## src/hdl/cpusch_pkg.sv

```systemverilog
// Shared types, codes and constants of the CPU scheduler tick engine.
package cpusch_pkg;

    localparam int NUM_PROCS_DEF = 16;
    localparam int TDATA_IN_W    = 48;
    localparam int TDATA_OUT_W   = 64;
    localparam int CFG_DATA_W    = 8;
    localparam int CFG_IDX_W     = 1;

    localparam logic [CFG_IDX_W-1:0] REG_SCHED_MODE = 1'b0;
    localparam logic [CFG_IDX_W-1:0] REG_SLICE_LEN  = 1'b1;

    localparam logic [2:0] MODE_FCFS  = 3'd0;
    localparam logic [2:0] MODE_SJF   = 3'd1;
    localparam logic [2:0] MODE_PRIO  = 3'd2;
    localparam logic [2:0] MODE_RR    = 3'd3;
    localparam logic [2:0] MODE_PSJF  = 3'd4;
    localparam logic [2:0] MODE_PPRIO = 3'd5;

    localparam logic [7:0] QUANT_RESET = 8'd2;

    typedef enum logic [2:0] {
        PS_EMPTY,
        PS_PENDING,
        PS_READY,
        PS_RUN,
        PS_IO,
        PS_DONE
    } pstat_t;

    typedef enum logic [1:0] {
        OC_NONE,
        OC_IO,
        OC_PREEMPT
    } outcome_t;

    typedef enum logic [3:0] {
        OP_NONE,
        OP_CLR,
        OP_FIND,
        OP_LOAD,
        OP_ARR_RD,
        OP_ARR_CHK,
        OP_SEL_RD,
        OP_SEL_CHK,
        OP_SEL_TAKE,
        OP_RUN_RD,
        OP_RUN_EX,
        OP_IO_RD,
        OP_IO_CHK,
        OP_POST,
        OP_OUT
    } dp_op_t;

    typedef enum logic [3:0] {
        S_IDLE,
        S_DECODE,
        S_FIND,
        S_LOAD,
        S_ARR_RD,
        S_ARR_CHK,
        S_SEL_RD,
        S_SEL_CHK,
        S_SEL_TAKE,
        S_RUN_RD,
        S_RUN_EX,
        S_IO_RD,
        S_IO_CHK,
        S_POST,
        S_OUT
    } ctrl_state_t;

    typedef struct packed {
        logic is_tick;
        logic idx_ok;
        logic idx_queued;
        logic find_hit;
        logic scan_last;
        logic run_valid;
        logic ready_empty;
        logic sel_last;
        logic io_end;
        logic out_free;
    } sta_t;

    typedef struct packed {
        logic [7:0] arr;
        logic [7:0] cpu;
        logic [7:0] iob;
        logic [7:0] req;
        logic [7:0] prio;
    } tbl_row_t;

    typedef struct packed {
        logic [7:0] rem;
        logic [7:0] req_left;
        logic [7:0] io_left;
        logic       io_taken;
    } dyn_row_t;

endpackage

```

## src/hdl/cpusch_ram.sv

```systemverilog
// Generic single write port RAM with one registered read port.
module cpusch_ram #(
    parameter int WIDTH = 8,
    parameter int DEPTH = 16
) (
    input  logic                     clk,
    input  logic                     we,
    input  logic [$clog2(DEPTH)-1:0] waddr,
    input  logic [WIDTH-1:0]         wdata,
    input  logic [$clog2(DEPTH)-1:0] raddr,
    output logic [WIDTH-1:0]         rdata
);

    logic [WIDTH-1:0] mem_reg [DEPTH];
    logic [WIDTH-1:0] rdata_reg;

    always_ff @(posedge clk)
    begin
        if (we)
        begin
            mem_reg[waddr] <= wdata;
        end
        rdata_reg <= mem_reg[raddr];
    end

    assign rdata = rdata_reg;

endmodule

```

## src/hdl/cpusch_queue.sv

```systemverilog
// Compacting slot queue: push at tail, take from any position, indexed read.
module cpusch_queue #(
    parameter int DEPTH = 16
) (
    input  logic                       clk,
    input  logic                       rst_n,
    input  logic                       push,
    input  logic [$clog2(DEPTH)-1:0]   push_data,
    input  logic                       take,
    input  logic [$clog2(DEPTH)-1:0]   take_pos,
    input  logic [$clog2(DEPTH)-1:0]   rd_pos,
    output logic [$clog2(DEPTH)-1:0]   rd_data,
    output logic [$clog2(DEPTH+1)-1:0] count
);
    localparam int SW = $clog2(DEPTH);
    localparam int CW = $clog2(DEPTH + 1);

    logic [SW-1:0] cell_reg [DEPTH];
    logic [CW-1:0] count_reg;
    logic [CW-1:0] count_next;

    // take and push never land in the same cycle
    always_ff @(posedge clk)
    begin
        if (take)
        begin
            for (int k = 0; k < DEPTH - 1; k++)
            begin
                if (SW'(k) >= take_pos)
                begin
                    cell_reg[k] <= cell_reg[k + 1];
                end
            end
        end
        else if (push && (count_reg < CW'(DEPTH)))
        begin
            cell_reg[count_reg[SW-1:0]] <= push_data;
        end
    end

    always_comb
    begin
        count_next = count_reg;
        if (take)
        begin
            count_next = count_reg - CW'(1);
        end
        else if (push && (count_reg < CW'(DEPTH)))
        begin
            count_next = count_reg + CW'(1);
        end
    end

    always_ff @(posedge clk or negedge rst_n)
    begin
        if (!rst_n)
        begin
            count_reg <= '0;
        end
        else
        begin
            count_reg <= count_next;
        end
    end

    assign rd_data = cell_reg[rd_pos];
    assign count   = count_reg;

endmodule

```

## src/hdl/cpusch_dp.sv

```systemverilog
// Datapath: process table, slot state, queues, clock and result register.
module cpusch_dp #(
    parameter int NUM_PROCS = cpusch_pkg::NUM_PROCS_DEF
) (
    input  logic                                   clk,
    input  logic                                   rst_n,
    input  cpusch_pkg::dp_op_t                     op,
    output cpusch_pkg::sta_t                       sta,
    input  logic                                   cfg_we,
    input  logic [cpusch_pkg::CFG_IDX_W-1:0]       cfg_index,
    input  logic [cpusch_pkg::CFG_DATA_W-1:0]      cfg_data,
    input  logic                                   in_accept,
    input  logic                                   in_kind,
    input  logic [cpusch_pkg::TDATA_IN_W-1:0]      in_data,
    output logic                                   out_valid,
    input  logic                                   out_ready,
    output logic                                   out_flag,
    output logic [cpusch_pkg::TDATA_OUT_W-1:0]     out_data
);
    import cpusch_pkg::*;

    localparam int SW = $clog2(NUM_PROCS);
    localparam int CW = $clog2(NUM_PROCS + 1);

    // configuration
    logic [2:0] mode_reg, mode_next;
    logic [7:0] quant_reg, quant_next;
    logic [2:0] mode_eff;
    logic [7:0] quant_eff;

    // captured item
    logic       kind_reg;
    logic [3:0] pidx_reg;
    logic [7:0] arr_in_reg, cpu_in_reg, iob_in_reg, req_in_reg, prio_in_reg;

    // control state
    pstat_t        status_reg [NUM_PROCS];
    pstat_t        status_next [NUM_PROCS];
    logic [15:0]   tick_reg, tick_next;
    logic          run_valid_reg, run_valid_next;
    logic [SW-1:0] run_slot_reg, run_slot_next;
    logic [7:0]    slice_reg, slice_next;
    logic [CW-1:0] loaded_reg, loaded_next;
    logic [CW-1:0] done_reg, done_next;
    logic [CW-1:0] idx_reg, idx_next;
    logic          out_valid_reg, out_valid_next;

    // working payload
    logic [SW-1:0] best_pos_reg, best_pos_next;
    logic [7:0]    best_key_reg, best_key_next;
    logic [4:0]    ran_reg, ran_next;
    logic          dflag_reg, dflag_next;
    logic [4:0]    dpid_reg, dpid_next;
    logic [15:0]   tat_reg, tat_next;
    logic [15:0]   wait_reg, wait_next;
    outcome_t      outcome_reg, outcome_next;
    logic [7:0]    srem_reg, srem_next;
    logic [7:0]    srl_reg, srl_next;
    logic [7:0]    siob_reg, siob_next;
    logic          out_flag_reg, out_flag_next;
    logic [TDATA_OUT_W-1:0] out_data_reg, out_data_next;

    // memories
    logic                  tbl_we, dyn_we;
    logic [SW-1:0]         tbl_waddr, tbl_raddr, dyn_waddr, dyn_raddr;
    tbl_row_t              tbl_wrow, tbl_rd;
    dyn_row_t              dyn_wrow, dyn_rd;
    logic [$bits(tbl_row_t)-1:0] tbl_rdata;
    logic [$bits(dyn_row_t)-1:0] dyn_rdata;

    // queues
    logic          rq_push, rq_take, iq_push, iq_take;
    logic [SW-1:0] rq_push_data, rq_take_pos, rq_rd_pos, rq_rd_data;
    logic [SW-1:0] iq_push_data, iq_take_pos, iq_rd_data;
    logic [CW-1:0] rq_count, iq_count;

    // derived values
    logic [SW-1:0] slot_ld, scan_slot;
    logic          idx_ok;
    logic [7:0]    cpu_fix, req_fix, sel_key;
    logic [7:0]    rem_n, rl_n, slice_inc, il_n;
    logic [15:0]   tick_inc, arr_ext, tat_c, wait_c;
    logic [8:0]    used_c;
    logic [4:0]    run_pid;
    logic          all_done;

    cpusch_ram #(.WIDTH($bits(tbl_row_t)), .DEPTH(NUM_PROCS)) u_tbl_ram (
        .clk   (clk),
        .we    (tbl_we),
        .waddr (tbl_waddr),
        .wdata (tbl_wrow),
        .raddr (tbl_raddr),
        .rdata (tbl_rdata)
    );

    cpusch_ram #(.WIDTH($bits(dyn_row_t)), .DEPTH(NUM_PROCS)) u_dyn_ram (
        .clk   (clk),
        .we    (dyn_we),
        .waddr (dyn_waddr),
        .wdata (dyn_wrow),
        .raddr (dyn_raddr),
        .rdata (dyn_rdata)
    );

    cpusch_queue #(.DEPTH(NUM_PROCS)) u_ready_q (
        .clk       (clk),
        .rst_n     (rst_n),
        .push      (rq_push),
        .push_data (rq_push_data),
        .take      (rq_take),
        .take_pos  (rq_take_pos),
        .rd_pos    (rq_rd_pos),
        .rd_data   (rq_rd_data),
        .count     (rq_count)
    );

    cpusch_queue #(.DEPTH(NUM_PROCS)) u_io_q (
        .clk       (clk),
        .rst_n     (rst_n),
        .push      (iq_push),
        .push_data (iq_push_data),
        .take      (iq_take),
        .take_pos  (iq_take_pos),
        .rd_pos    (idx_reg[SW-1:0]),
        .rd_data   (iq_rd_data),
        .count     (iq_count)
    );

    assign tbl_rd = tbl_row_t'(tbl_rdata);
    assign dyn_rd = dyn_row_t'(dyn_rdata);

    assign mode_eff  = (mode_reg > MODE_PPRIO) ? MODE_FCFS : mode_reg;
    assign quant_eff = (quant_reg == 8'd0) ? 8'd1 : quant_reg;

    assign slot_ld   = SW'(pidx_reg);
    assign idx_ok    = (32'(pidx_reg) < NUM_PROCS);
    assign scan_slot = idx_reg[SW-1:0];
    assign cpu_fix   = (cpu_in_reg == 8'd0) ? 8'd1 : cpu_in_reg;
    assign req_fix   = (req_in_reg == 8'd0) ? 8'd1 : req_in_reg;
    assign rq_rd_pos = (op == OP_SEL_TAKE) ? best_pos_reg : idx_reg[SW-1:0];

    assign sel_key = ((mode_eff == MODE_SJF) || (mode_eff == MODE_PSJF)) ? dyn_rd.rem :
                     ((mode_eff == MODE_PRIO) || (mode_eff == MODE_PPRIO)) ? tbl_rd.prio :
                     8'd0;

    // one tick of the running process
    assign rem_n     = (dyn_rd.rem != 8'd0) ? dyn_rd.rem - 8'd1 : dyn_rd.rem;
    assign rl_n      = (!dyn_rd.io_taken && (dyn_rd.req_left != 8'd0)) ?
                       dyn_rd.req_left - 8'd1 : dyn_rd.req_left;
    assign slice_inc = (slice_reg != 8'hFF) ? slice_reg + 8'd1 : slice_reg;
    assign tick_inc  = (tick_reg != 16'hFFFF) ? tick_reg + 16'd1 : tick_reg;
    assign arr_ext   = {8'd0, tbl_rd.arr};
    assign tat_c     = (tick_inc >= arr_ext) ? tick_inc - arr_ext : 16'd0;
    assign used_c    = {1'b0, tbl_rd.cpu} + (dyn_rd.io_taken ? {1'b0, tbl_rd.iob} : 9'd0);
    assign wait_c    = (tat_c >= {7'd0, used_c}) ? tat_c - {7'd0, used_c} : 16'd0;
    assign run_pid   = 5'(32'(run_slot_reg) + 1);
    assign il_n      = (dyn_rd.io_left != 8'd0) ? dyn_rd.io_left - 8'd1 : 8'd0;
    assign all_done  = (loaded_reg != '0) && (loaded_reg == done_reg);

    always_comb
    begin
        mode_next      = mode_reg;
        quant_next     = quant_reg;
        status_next    = status_reg;
        tick_next      = tick_reg;
        run_valid_next = run_valid_reg;
        run_slot_next  = run_slot_reg;
        slice_next     = slice_reg;
        loaded_next    = loaded_reg;
        done_next      = done_reg;
        idx_next       = idx_reg;
        out_valid_next = out_valid_reg;
        best_pos_next  = best_pos_reg;
        best_key_next  = best_key_reg;
        ran_next       = ran_reg;
        dflag_next     = dflag_reg;
        dpid_next      = dpid_reg;
        tat_next       = tat_reg;
        wait_next      = wait_reg;
        outcome_next   = outcome_reg;
        srem_next      = srem_reg;
        srl_next       = srl_reg;
        siob_next      = siob_reg;
        out_flag_next  = out_flag_reg;
        out_data_next  = out_data_reg;
        tbl_we         = 1'b0;
        tbl_waddr      = slot_ld;
        tbl_wrow       = '{arr: arr_in_reg, cpu: cpu_fix, iob: iob_in_reg,
                           req: req_fix, prio: prio_in_reg};
        tbl_raddr      = scan_slot;
        dyn_we         = 1'b0;
        dyn_waddr      = slot_ld;
        dyn_wrow       = '{rem: cpu_fix, req_left: req_fix, io_left: 8'd0, io_taken: 1'b0};
        dyn_raddr      = run_slot_reg;
        rq_push        = 1'b0;
        rq_push_data   = scan_slot;
        rq_take        = 1'b0;
        rq_take_pos    = idx_reg[SW-1:0];
        iq_push        = 1'b0;
        iq_push_data   = run_slot_reg;
        iq_take        = 1'b0;
        iq_take_pos    = idx_reg[SW-1:0];

        if (cfg_we)
        begin
            if (cfg_index == REG_SCHED_MODE)
            begin
                mode_next = cfg_data[2:0];
            end
            else if (cfg_index == REG_SLICE_LEN)
            begin
                quant_next = cfg_data;
            end
        end

        if (in_accept)
        begin
            ran_next     = 5'd0;
            dflag_next   = 1'b0;
            dpid_next    = 5'd0;
            tat_next     = 16'd0;
            wait_next    = 16'd0;
            outcome_next = OC_NONE;
        end

        if (out_valid_reg && out_ready)
        begin
            out_valid_next = 1'b0;
        end

        unique case (op)
            OP_NONE:
            begin
            end
            OP_CLR:
            begin
                idx_next = '0;
            end
            OP_FIND:
            begin
                if (status_reg[slot_ld] == PS_READY)
                begin
                    if (rq_rd_data == slot_ld)
                    begin
                        rq_take = 1'b1;
                    end
                    else
                    begin
                        idx_next = idx_reg + CW'(1);
                    end
                end
                else
                begin
                    if (iq_rd_data == slot_ld)
                    begin
                        iq_take = 1'b1;
                    end
                    else
                    begin
                        idx_next = idx_reg + CW'(1);
                    end
                end
            end
            OP_LOAD:
            begin
                tbl_we = 1'b1;
                dyn_we = 1'b1;
                if (status_reg[slot_ld] == PS_EMPTY)
                begin
                    loaded_next = loaded_reg + CW'(1);
                end
                else if (status_reg[slot_ld] == PS_DONE)
                begin
                    done_next = done_reg - CW'(1);
                end
                status_next[slot_ld] = PS_PENDING;
                if (run_valid_reg && (run_slot_reg == slot_ld))
                begin
                    run_valid_next = 1'b0;
                end
            end
            OP_ARR_RD:
            begin
                tbl_raddr = scan_slot;
            end
            OP_ARR_CHK:
            begin
                if ((status_reg[scan_slot] == PS_PENDING) && (arr_ext <= tick_reg))
                begin
                    status_next[scan_slot] = PS_READY;
                    rq_push                = 1'b1;
                    rq_push_data           = scan_slot;
                end
                idx_next = sta.scan_last ? '0 : idx_reg + CW'(1);
            end
            OP_SEL_RD:
            begin
                tbl_raddr = rq_rd_data;
                dyn_raddr = rq_rd_data;
            end
            OP_SEL_CHK:
            begin
                // strict compare keeps the earliest queued entry on a tie
                if ((idx_reg == '0) || (sel_key < best_key_reg))
                begin
                    best_pos_next = idx_reg[SW-1:0];
                    best_key_next = sel_key;
                end
                idx_next = sta.sel_last ? '0 : idx_reg + CW'(1);
            end
            OP_SEL_TAKE:
            begin
                rq_take                 = 1'b1;
                rq_take_pos             = best_pos_reg;
                run_slot_next           = rq_rd_data;
                run_valid_next          = 1'b1;
                slice_next              = 8'd0;
                status_next[rq_rd_data] = PS_RUN;
            end
            OP_RUN_RD:
            begin
                tbl_raddr = run_slot_reg;
                dyn_raddr = run_slot_reg;
            end
            OP_RUN_EX:
            begin
                tick_next = tick_inc;
                if (run_valid_reg)
                begin
                    ran_next   = run_pid;
                    slice_next = slice_inc;
                    srem_next  = rem_n;
                    srl_next   = rl_n;
                    siob_next  = tbl_rd.iob;
                    dyn_we     = 1'b1;
                    dyn_waddr  = run_slot_reg;
                    dyn_wrow   = '{rem: rem_n, req_left: rl_n, io_left: dyn_rd.io_left,
                                   io_taken: dyn_rd.io_taken};
                    if (rem_n == 8'd0)
                    begin
                        status_next[run_slot_reg] = PS_DONE;
                        run_valid_next            = 1'b0;
                        done_next                 = done_reg + CW'(1);
                        dflag_next                = 1'b1;
                        dpid_next                 = run_pid;
                        tat_next                  = tat_c;
                        wait_next                 = wait_c;
                    end
                    else if (!dyn_rd.io_taken && (tbl_rd.iob != 8'd0) && (rl_n == 8'd0))
                    begin
                        outcome_next = OC_IO;
                    end
                    else if (((mode_eff == MODE_RR) && (slice_inc >= quant_eff)) ||
                             (mode_eff == MODE_PSJF) || (mode_eff == MODE_PPRIO))
                    begin
                        outcome_next = OC_PREEMPT;
                    end
                end
            end
            OP_IO_RD:
            begin
                dyn_raddr = iq_rd_data;
            end
            OP_IO_CHK:
            begin
                dyn_we    = 1'b1;
                dyn_waddr = iq_rd_data;
                dyn_wrow  = '{rem: dyn_rd.rem, req_left: dyn_rd.req_left, io_left: il_n,
                              io_taken: dyn_rd.io_taken};
                if (il_n == 8'd0)
                begin
                    status_next[iq_rd_data] = PS_READY;
                    rq_push                 = 1'b1;
                    rq_push_data            = iq_rd_data;
                    iq_take                 = 1'b1;
                end
                else
                begin
                    idx_next = idx_reg + CW'(1);
                end
            end
            OP_POST:
            begin
                unique case (outcome_reg)
                    OC_IO:
                    begin
                        status_next[run_slot_reg] = PS_IO;
                        iq_push                   = 1'b1;
                        run_valid_next            = 1'b0;
                        dyn_we                    = 1'b1;
                        dyn_waddr                 = run_slot_reg;
                        dyn_wrow                  = '{rem: srem_reg, req_left: srl_reg,
                                                      io_left: siob_reg, io_taken: 1'b1};
                    end
                    OC_PREEMPT:
                    begin
                        status_next[run_slot_reg] = PS_READY;
                        rq_push                   = 1'b1;
                        rq_push_data              = run_slot_reg;
                        run_valid_next            = 1'b0;
                    end
                    default:
                    begin
                    end
                endcase
            end
            OP_OUT:
            begin
                out_valid_next = 1'b1;
                out_flag_next  = dflag_reg;
                out_data_next  = {5'd0, all_done, wait_reg, tat_reg, dpid_reg, tick_reg,
                                  ran_reg};
            end
            default:
            begin
            end
        endcase
    end

    always_ff @(posedge clk or negedge rst_n)
    begin
        if (!rst_n)
        begin
            mode_reg      <= MODE_FCFS;
            quant_reg     <= QUANT_RESET;
            for (int p = 0; p < NUM_PROCS; p++)
            begin
                status_reg[p] <= PS_EMPTY;
            end
            tick_reg      <= '0;
            run_valid_reg <= 1'b0;
            run_slot_reg  <= '0;
            slice_reg     <= '0;
            loaded_reg    <= '0;
            done_reg      <= '0;
            idx_reg       <= '0;
            out_valid_reg <= 1'b0;
            outcome_reg   <= OC_NONE;
        end
        else
        begin
            mode_reg      <= mode_next;
            quant_reg     <= quant_next;
            status_reg    <= status_next;
            tick_reg      <= tick_next;
            run_valid_reg <= run_valid_next;
            run_slot_reg  <= run_slot_next;
            slice_reg     <= slice_next;
            loaded_reg    <= loaded_next;
            done_reg      <= done_next;
            idx_reg       <= idx_next;
            out_valid_reg <= out_valid_next;
            outcome_reg   <= outcome_next;
        end
    end

    always_ff @(posedge clk)
    begin
        if (in_accept)
        begin
            kind_reg    <= in_kind;
            pidx_reg    <= in_data[3:0];
            arr_in_reg  <= in_data[11:4];
            cpu_in_reg  <= in_data[19:12];
            iob_in_reg  <= in_data[27:20];
            req_in_reg  <= in_data[35:28];
            prio_in_reg <= in_data[43:36];
        end
        best_pos_reg <= best_pos_next;
        best_key_reg <= best_key_next;
        ran_reg      <= ran_next;
        dflag_reg    <= dflag_next;
        dpid_reg     <= dpid_next;
        tat_reg      <= tat_next;
        wait_reg     <= wait_next;
        srem_reg     <= srem_next;
        srl_reg      <= srl_next;
        siob_reg     <= siob_next;
        out_flag_reg <= out_flag_next;
        out_data_reg <= out_data_next;
    end

    always_comb
    begin
        sta.is_tick     = kind_reg;
        sta.idx_ok      = idx_ok;
        sta.idx_queued  = (status_reg[slot_ld] == PS_READY) ||
                          (status_reg[slot_ld] == PS_IO);
        sta.find_hit    = (status_reg[slot_ld] == PS_READY) ? (rq_rd_data == slot_ld) :
                                                              (iq_rd_data == slot_ld);
        sta.scan_last   = (idx_reg == CW'(NUM_PROCS - 1));
        sta.run_valid   = run_valid_reg;
        sta.ready_empty = (rq_count == '0);
        sta.sel_last    = ((idx_reg + CW'(1)) == rq_count);
        sta.io_end      = (idx_reg >= iq_count);
        sta.out_free    = !out_valid_reg || out_ready;
    end

    assign out_valid = out_valid_reg;
    assign out_flag  = out_flag_reg;
    assign out_data  = out_data_reg;

endmodule

```

## src/hdl/cpusch_ctrl.sv

```systemverilog
// Controller: sequences the slot scans, selection, run step and I/O walk.
module cpusch_ctrl (
    input  logic               clk,
    input  logic               rst_n,
    input  logic               in_valid,
    output logic               in_ready,
    input  cpusch_pkg::sta_t   sta,
    output cpusch_pkg::dp_op_t op
);
    import cpusch_pkg::*;

    ctrl_state_t state_reg, state_next;
    logic        pass2_reg, pass2_next;

    always_ff @(posedge clk or negedge rst_n)
    begin
        if (!rst_n)
        begin
            state_reg <= S_IDLE;
            pass2_reg <= 1'b0;
        end
        else
        begin
            state_reg <= state_next;
            pass2_reg <= pass2_next;
        end
    end

    always_comb
    begin
        state_next = state_reg;
        pass2_next = pass2_reg;
        op         = OP_NONE;
        in_ready   = 1'b0;
        unique case (state_reg)
            S_IDLE:
            begin
                in_ready = 1'b1;
                if (in_valid)
                begin
                    state_next = S_DECODE;
                end
            end
            S_DECODE:
            begin
                if (sta.is_tick)
                begin
                    op         = OP_CLR;
                    pass2_next = 1'b0;
                    state_next = S_ARR_RD;
                end
                else if (!sta.idx_ok)
                begin
                    state_next = S_OUT;
                end
                else if (sta.idx_queued)
                begin
                    op         = OP_CLR;
                    state_next = S_FIND;
                end
                else
                begin
                    state_next = S_LOAD;
                end
            end
            S_FIND:
            begin
                op = OP_FIND;
                if (sta.find_hit)
                begin
                    state_next = S_LOAD;
                end
            end
            S_LOAD:
            begin
                op         = OP_LOAD;
                state_next = S_OUT;
            end
            S_ARR_RD:
            begin
                op         = OP_ARR_RD;
                state_next = S_ARR_CHK;
            end
            S_ARR_CHK:
            begin
                op = OP_ARR_CHK;
                priority if (!sta.scan_last)
                begin
                    state_next = S_ARR_RD;
                end
                else if (pass2_reg)
                begin
                    state_next = S_IO_RD;
                end
                else if (sta.run_valid)
                begin
                    state_next = S_RUN_RD;
                end
                else
                begin
                    state_next = S_SEL_RD;
                end
            end
            S_SEL_RD:
            begin
                // queue count here already holds the last slot's arrival
                if (sta.ready_empty)
                begin
                    state_next = S_RUN_RD;
                end
                else
                begin
                    op         = OP_SEL_RD;
                    state_next = S_SEL_CHK;
                end
            end
            S_SEL_CHK:
            begin
                op         = OP_SEL_CHK;
                state_next = sta.sel_last ? S_SEL_TAKE : S_SEL_RD;
            end
            S_SEL_TAKE:
            begin
                op         = OP_SEL_TAKE;
                state_next = S_RUN_RD;
            end
            S_RUN_RD:
            begin
                op         = OP_RUN_RD;
                state_next = S_RUN_EX;
            end
            S_RUN_EX:
            begin
                op         = OP_RUN_EX;
                pass2_next = 1'b1;
                state_next = S_ARR_RD;
            end
            S_IO_RD:
            begin
                if (sta.io_end)
                begin
                    state_next = S_POST;
                end
                else
                begin
                    op         = OP_IO_RD;
                    state_next = S_IO_CHK;
                end
            end
            S_IO_CHK:
            begin
                op         = OP_IO_CHK;
                state_next = S_IO_RD;
            end
            S_POST:
            begin
                op         = OP_POST;
                state_next = S_OUT;
            end
            S_OUT:
            begin
                if (sta.out_free)
                begin
                    op         = OP_OUT;
                    state_next = S_IDLE;
                end
            end
            default:
            begin
                state_next = S_IDLE;
            end
        endcase
    end

endmodule

```

## src/hdl/cpu_scheduler_tick_engine.sv

```systemverilog
// Top level of the CPU scheduler tick engine: controller plus datapath.
//
// Channel | Dir | Handshake                    | Carries
// s_axis  | in  | s_axis_tvalid/s_axis_tready  | one load or tick transaction
// m_axis  | out | m_axis_tvalid/m_axis_tready  | one result per input transaction
// cfg     | in  | cfg_we                       | sched_mode, round robin slice length
//
// A tick runs two arrival scans over all NUM_PROCS slots, each slot read through
// the table RAM read port and then checked, a selection over the R ready entries
// when none runs, one run step and a walk over the Q entries of the I/O queue.
// A load of a slot that is still queued first searches that queue for the slot.
// After reset all slots are empty; the table needs no clearing pass.
// A result waiting in the output register does not hold off the next input;
// a stalled output holds the block only at the end of the following item.
module cpu_scheduler_tick_engine #(
    parameter int NUM_PROCS = cpusch_pkg::NUM_PROCS_DEF
) (
    input  logic                                clk,
    input  logic                                rst_n,
    input  logic                                cfg_we,
    input  logic [cpusch_pkg::CFG_IDX_W-1:0]    cfg_index,
    input  logic [cpusch_pkg::CFG_DATA_W-1:0]   cfg_data,
    input  logic                                s_axis_tvalid,
    output logic                                s_axis_tready,
    // proc_index, arrival_tick, cpu_burst, io_burst, io_request_after,
    // prio_level (lowest bit up)
    input  logic [cpusch_pkg::TDATA_IN_W-1:0]   s_axis_tdata,
    // req_type
    input  logic [0:0]                          s_axis_tuser,
    output logic                                m_axis_tvalid,
    input  logic                                m_axis_tready,
    // run_pid, time_now, done_pid, turnaround, wait_ticks, all_done
    // (lowest bit up)
    output logic [cpusch_pkg::TDATA_OUT_W-1:0]  m_axis_tdata,
    // done_flag
    output logic [0:0]                          m_axis_tuser
);
    import cpusch_pkg::*;

    sta_t   sta;
    dp_op_t op;
    logic   in_accept;

    // a transaction is taken only in the idle state
    assign in_accept = s_axis_tvalid && s_axis_tready;

    cpusch_ctrl u_ctrl (
        .clk      (clk),
        .rst_n    (rst_n),
        .in_valid (s_axis_tvalid),
        .in_ready (s_axis_tready),
        .sta      (sta),
        .op       (op)
    );

    cpusch_dp #(.NUM_PROCS(NUM_PROCS)) u_dp (
        .clk       (clk),
        .rst_n     (rst_n),
        .op        (op),
        .sta       (sta),
        .cfg_we    (cfg_we),
        .cfg_index (cfg_index),
        .cfg_data  (cfg_data),
        .in_accept (in_accept),
        .in_kind   (s_axis_tuser[0]),
        .in_data   (s_axis_tdata),
        .out_valid (m_axis_tvalid),
        .out_ready (m_axis_tready),
        .out_flag  (m_axis_tuser[0]),
        .out_data  (m_axis_tdata)
    );

endmodule

```

## config.mk

```make
export PLATFORM = sky130hd
export DESIGN_NAME = cpu_scheduler_tick_engine
export DESIGN_NICKNAME = d
export VERILOG_FILES = /design/src/hdl/cpusch_pkg.sv /design/src/hdl/cpusch_ram.sv /design/src/hdl/cpusch_queue.sv /design/src/hdl/cpusch_dp.sv /design/src/hdl/cpusch_ctrl.sv /design/src/hdl/cpu_scheduler_tick_engine.sv
export SDC_FILE = /design/constraint.sdc
export NUM_CORES = 2
export LEC_CHECK = 0
export ABC_AREA = 1
export BUFFER_PORTS_ARGS = -buffer_cell sky130_fd_sc_hd__buf_2
export CAP_MARGIN = 10
export CORE_UTILIZATION = 56
export DETAILED_ROUTE_END_ITERATION = 10
export PLACE_DENSITY_LB_ADDON = 0.12
export SETUP_SLACK_MARGIN = 0.1
export SLEW_MARGIN = 40
export SYNTH_ARGS = -nofsm -noshare
export SYNTH_HDL_FRONTEND = slang
export SYNTH_SLANG_ARGS = --single-unit
```

## constraint.sdc

```tcl
create_clock -name clk -period 8.7 [get_ports clk]
set_input_delay 0.435 -clock clk [delete_from_list [all_inputs] [get_ports clk]]
set_output_delay 0.435 -clock clk [all_outputs]
set_load 0.02 [all_outputs]
```

==> qor.txt <==
Status: completed
CP arrival: 7070 ps
DRT antenna net count: 0
Max reg flops: 512
H-tree levels: 4
IO Port Bufs: 120
Place WS: 2430 ps
Synth Instances: 6622
DR WL met2: 86700 µm
EDFF count, synth: 1181
Fill count: 9179
Layout Cells excl Fill: 8323
# rows: 124
Sw frac: 0.425
Comb pwr share: 0.422
Final Hold Viols: 0
Most frequent cells in the layout: nand2_1, nand3_1, edfxtp_1
DRC Markers: 0
CTS buffer count: 145
Sum Neg Setup Slack: 0 ps
CP peak stage delay: 560 ps
Overall die height: 343 µm
Clock tree sinks: 1402
Worst Setup Start Kind: flop
Share of cells above drive strength 1: 0.0832
Iteration-0 DRC Markers: 5865
CP max FO: 21
Slew margin rel.: 0.400
Ports: 130
CTS tree: done
Post-DP HPWL: 109000 µm
Tmin final: 6360 ps
Clock Latency Late Sink: 770 ps
Power Total: 25.5 mW
DP Cell Count: 7998
Register bit total from synthesis: 1402
Via count: 50.4k
Total global routing track utilization: 0.316
Initial Util: 0.567
Post-route cell area: 72700 µm²
Final period utilization: 0.731
WHS: 65.9 ps
Int Pwr: 14.7 mW
Placed Area: 67500 µm²
# nets final: 6844
Antenna cells: 0
Area occupied by multi-input gates: 21900 µm²
GPL Wtd Cong: 0.999
Worst hold path type: primary input to flop
Die width: 343 µm
Final core occ: 0.633
Power per Cell Area: 351 nW/µm²
Synth Area per Inst: 9.83 µm²
Pleak: 28.4 nW
Routed WL: 187000 µm
First-pass GRT wire length: 283000 µm
# setup viols final: 0
Reg clk slew, reported paths: 60 ps
Number of antenna violations at the first check in global routing: 1
VDD IR max: 0.289 mV
Switch Pwr: 10.9 mW
Most common cell after layout, fill and taps aside: nand2_1
Ys flop type: edfxtp_1
Final Worst Setup Slack: 2340 ps
Unique cell type count in the Yosys netlist: 63
Sequential area share after synthesis: 0.622
Met3 Wirelength: 16700 µm
Congestion Overflow GR: 0
Largest net degree at the start of global routing: 114
Maximum clock frequency: 157 MHz
Synth Cell Area: 65100 µm²
WP buf/inv: 6
Crit path kind: flop to flop
FF+latch area: 40500 µm²
Routed wire per std cell: 22.5 µm
Met1 Wirelength: 76700 µm
Seq pwr share: 0.344
Slew Limit Fails: 0
Slowest-stage cell, CP: nand3_1
Crit-path most repeated cell: nand2_1
Number of global-route vias before repair: 47.5k
Top layer in use: met5
Worst path top cell family by delay: simple AND/OR/NAND/NOR gates
Die area: 118000 µm²
Clock power frac: 0.234
Worst-margin pin slew: 900 ps
CP endpoint kind: flop
Max_cap viols: 0
Pre-antenna DRT Iters: 9
Area delta synth->final: 11.7%
Warnings from Yosys: 0
Clock root cell: clkbuf_16
Async SR Flop Fraction: 0.0863
Via density per instance: 6.06
RSZ-0062 raised after global routing: no
Core Footprint: 115000 µm²
Skew final: 34.6 ps
Clk buf depth: 3
Worst EP required: 9410 ps
-- worst register-to-register path, delay by kind of cell (launching register included) --
family                     cells  cell delay [ps]
AOI/OAI and AO/OA              5             1110
DFF                            1              510
buffers and inverters          6              760
adders and majority gates      4             1350
and+or+nand+nor               17             2550
-- area by class of cell --
| class | count | share of cell area |
|---|---|---|
| tap | 1512 | 0.0260 |
| sequential | 1402 | 0.557 |
| clock inverter | 67 | 0.00766 |
| multi-input combinational | 4450 | 0.301 |
| clock buffer | 200 | 0.0549 |
| timing repair buffer | 279 | 0.0318 |
| inverter | 413 | 0.0214 |
-- cell usage after synthesis, drive strengths merged (17+ instances only) --
cell / number / area [µm²]
o22ai: 34 / 213
nand2: 1689 / 6390
o2111ai: 17 / 149
dfrtp: 120 / 3000
nand4: 46 / 288
o21ai: 384 / 1950
nand3: 1377 / 6910
inv: 408 / 1530
xor2: 46 / 403
clkbuf: 165 / 619
dfxtp: 100 / 2000
nor3: 77 / 385
nor2: 370 / 1470
o211ai: 25 / 188
ha: 84 / 1050
edfxtp: 1181 / 35500
a21oi: 150 / 758
buf: 196 / 1040
-- layer usage --
layer / GRT usage / vias up
met5: 0 / -
met3: 0.0498 / 458
met4: 0.129 / 2
li1: - / 23200
met2: 0.500 / 2446
met1: 0.439 / 24300
-- power by group through the flow --
| stage | Clock (mW) | Combinational, mW | Sequential [mW] |
|---|---|---|---|
| after floorplan | 0 | 7.61 | 8.68 |
| after global placement | 0 | 10.3 | 8.89 |
| after detailed placement | 0 | 10.5 | 8.90 |
| after CTS | 6.04 | 10.6 | 8.77 |
| after global routing | 6.28 | 11.9 | 8.84 |
| final | 5.97 | 10.8 | 8.79 |
-- cell families (layout without fill, tap and decap cells) --
family / Yosys count / after routing / share of synthesized area
muxes: 1 / 1 / 0.000173
xor gates and xnor gates: 62 / 62 / 0.00834
AOI/OAI and AO/OA: 701 / 701 / 0.0615
and+or+nand+nor: 3591 / 3591 / 0.240
adders and majority gates: 90 / 90 / 0.0180
DFF: 1402 / 1402 / 0.622
buffers and inverters: 774 / 959 / 0.0493
other: 1 / 5 / 0.0000576
-- final timing paths --
| check | slack (ps) | endpoint | depth (start not counted) | from |
|---|---|---|---|---|
| max | 2340 | u_dp.wait_reg[7] | 32 | u_dp.tick_reg[0] |
| min | 70 | u_dp.mode_reg[2] | 3 | cfg_we |
| max reg2reg | 2340 | u_dp.wait_reg[7] | 32 | u_dp.tick_reg[0] |
| min reg2reg | 430 | u_dp.out_data[29] | 0 | u_dp.tat_reg[3] |
| max in group asynchronous | 7700 | u_dp.tick_reg[2] | 3 | rst_n |
| min in group asynchronous | 100 | u_dp.u_ready_q.count[4] | 2 | rst_n |
-- timing repair --
| item | CTS | global route |
|---|---|---|
| setup buffers | 0 | 0 |
| hold buffers | 55 | 0 |
| hold endpoints to repair | 124 | 0 |
| resized for setup | 0 | 0 |
No activity file was read; power rests on OpenSTA's default activity.
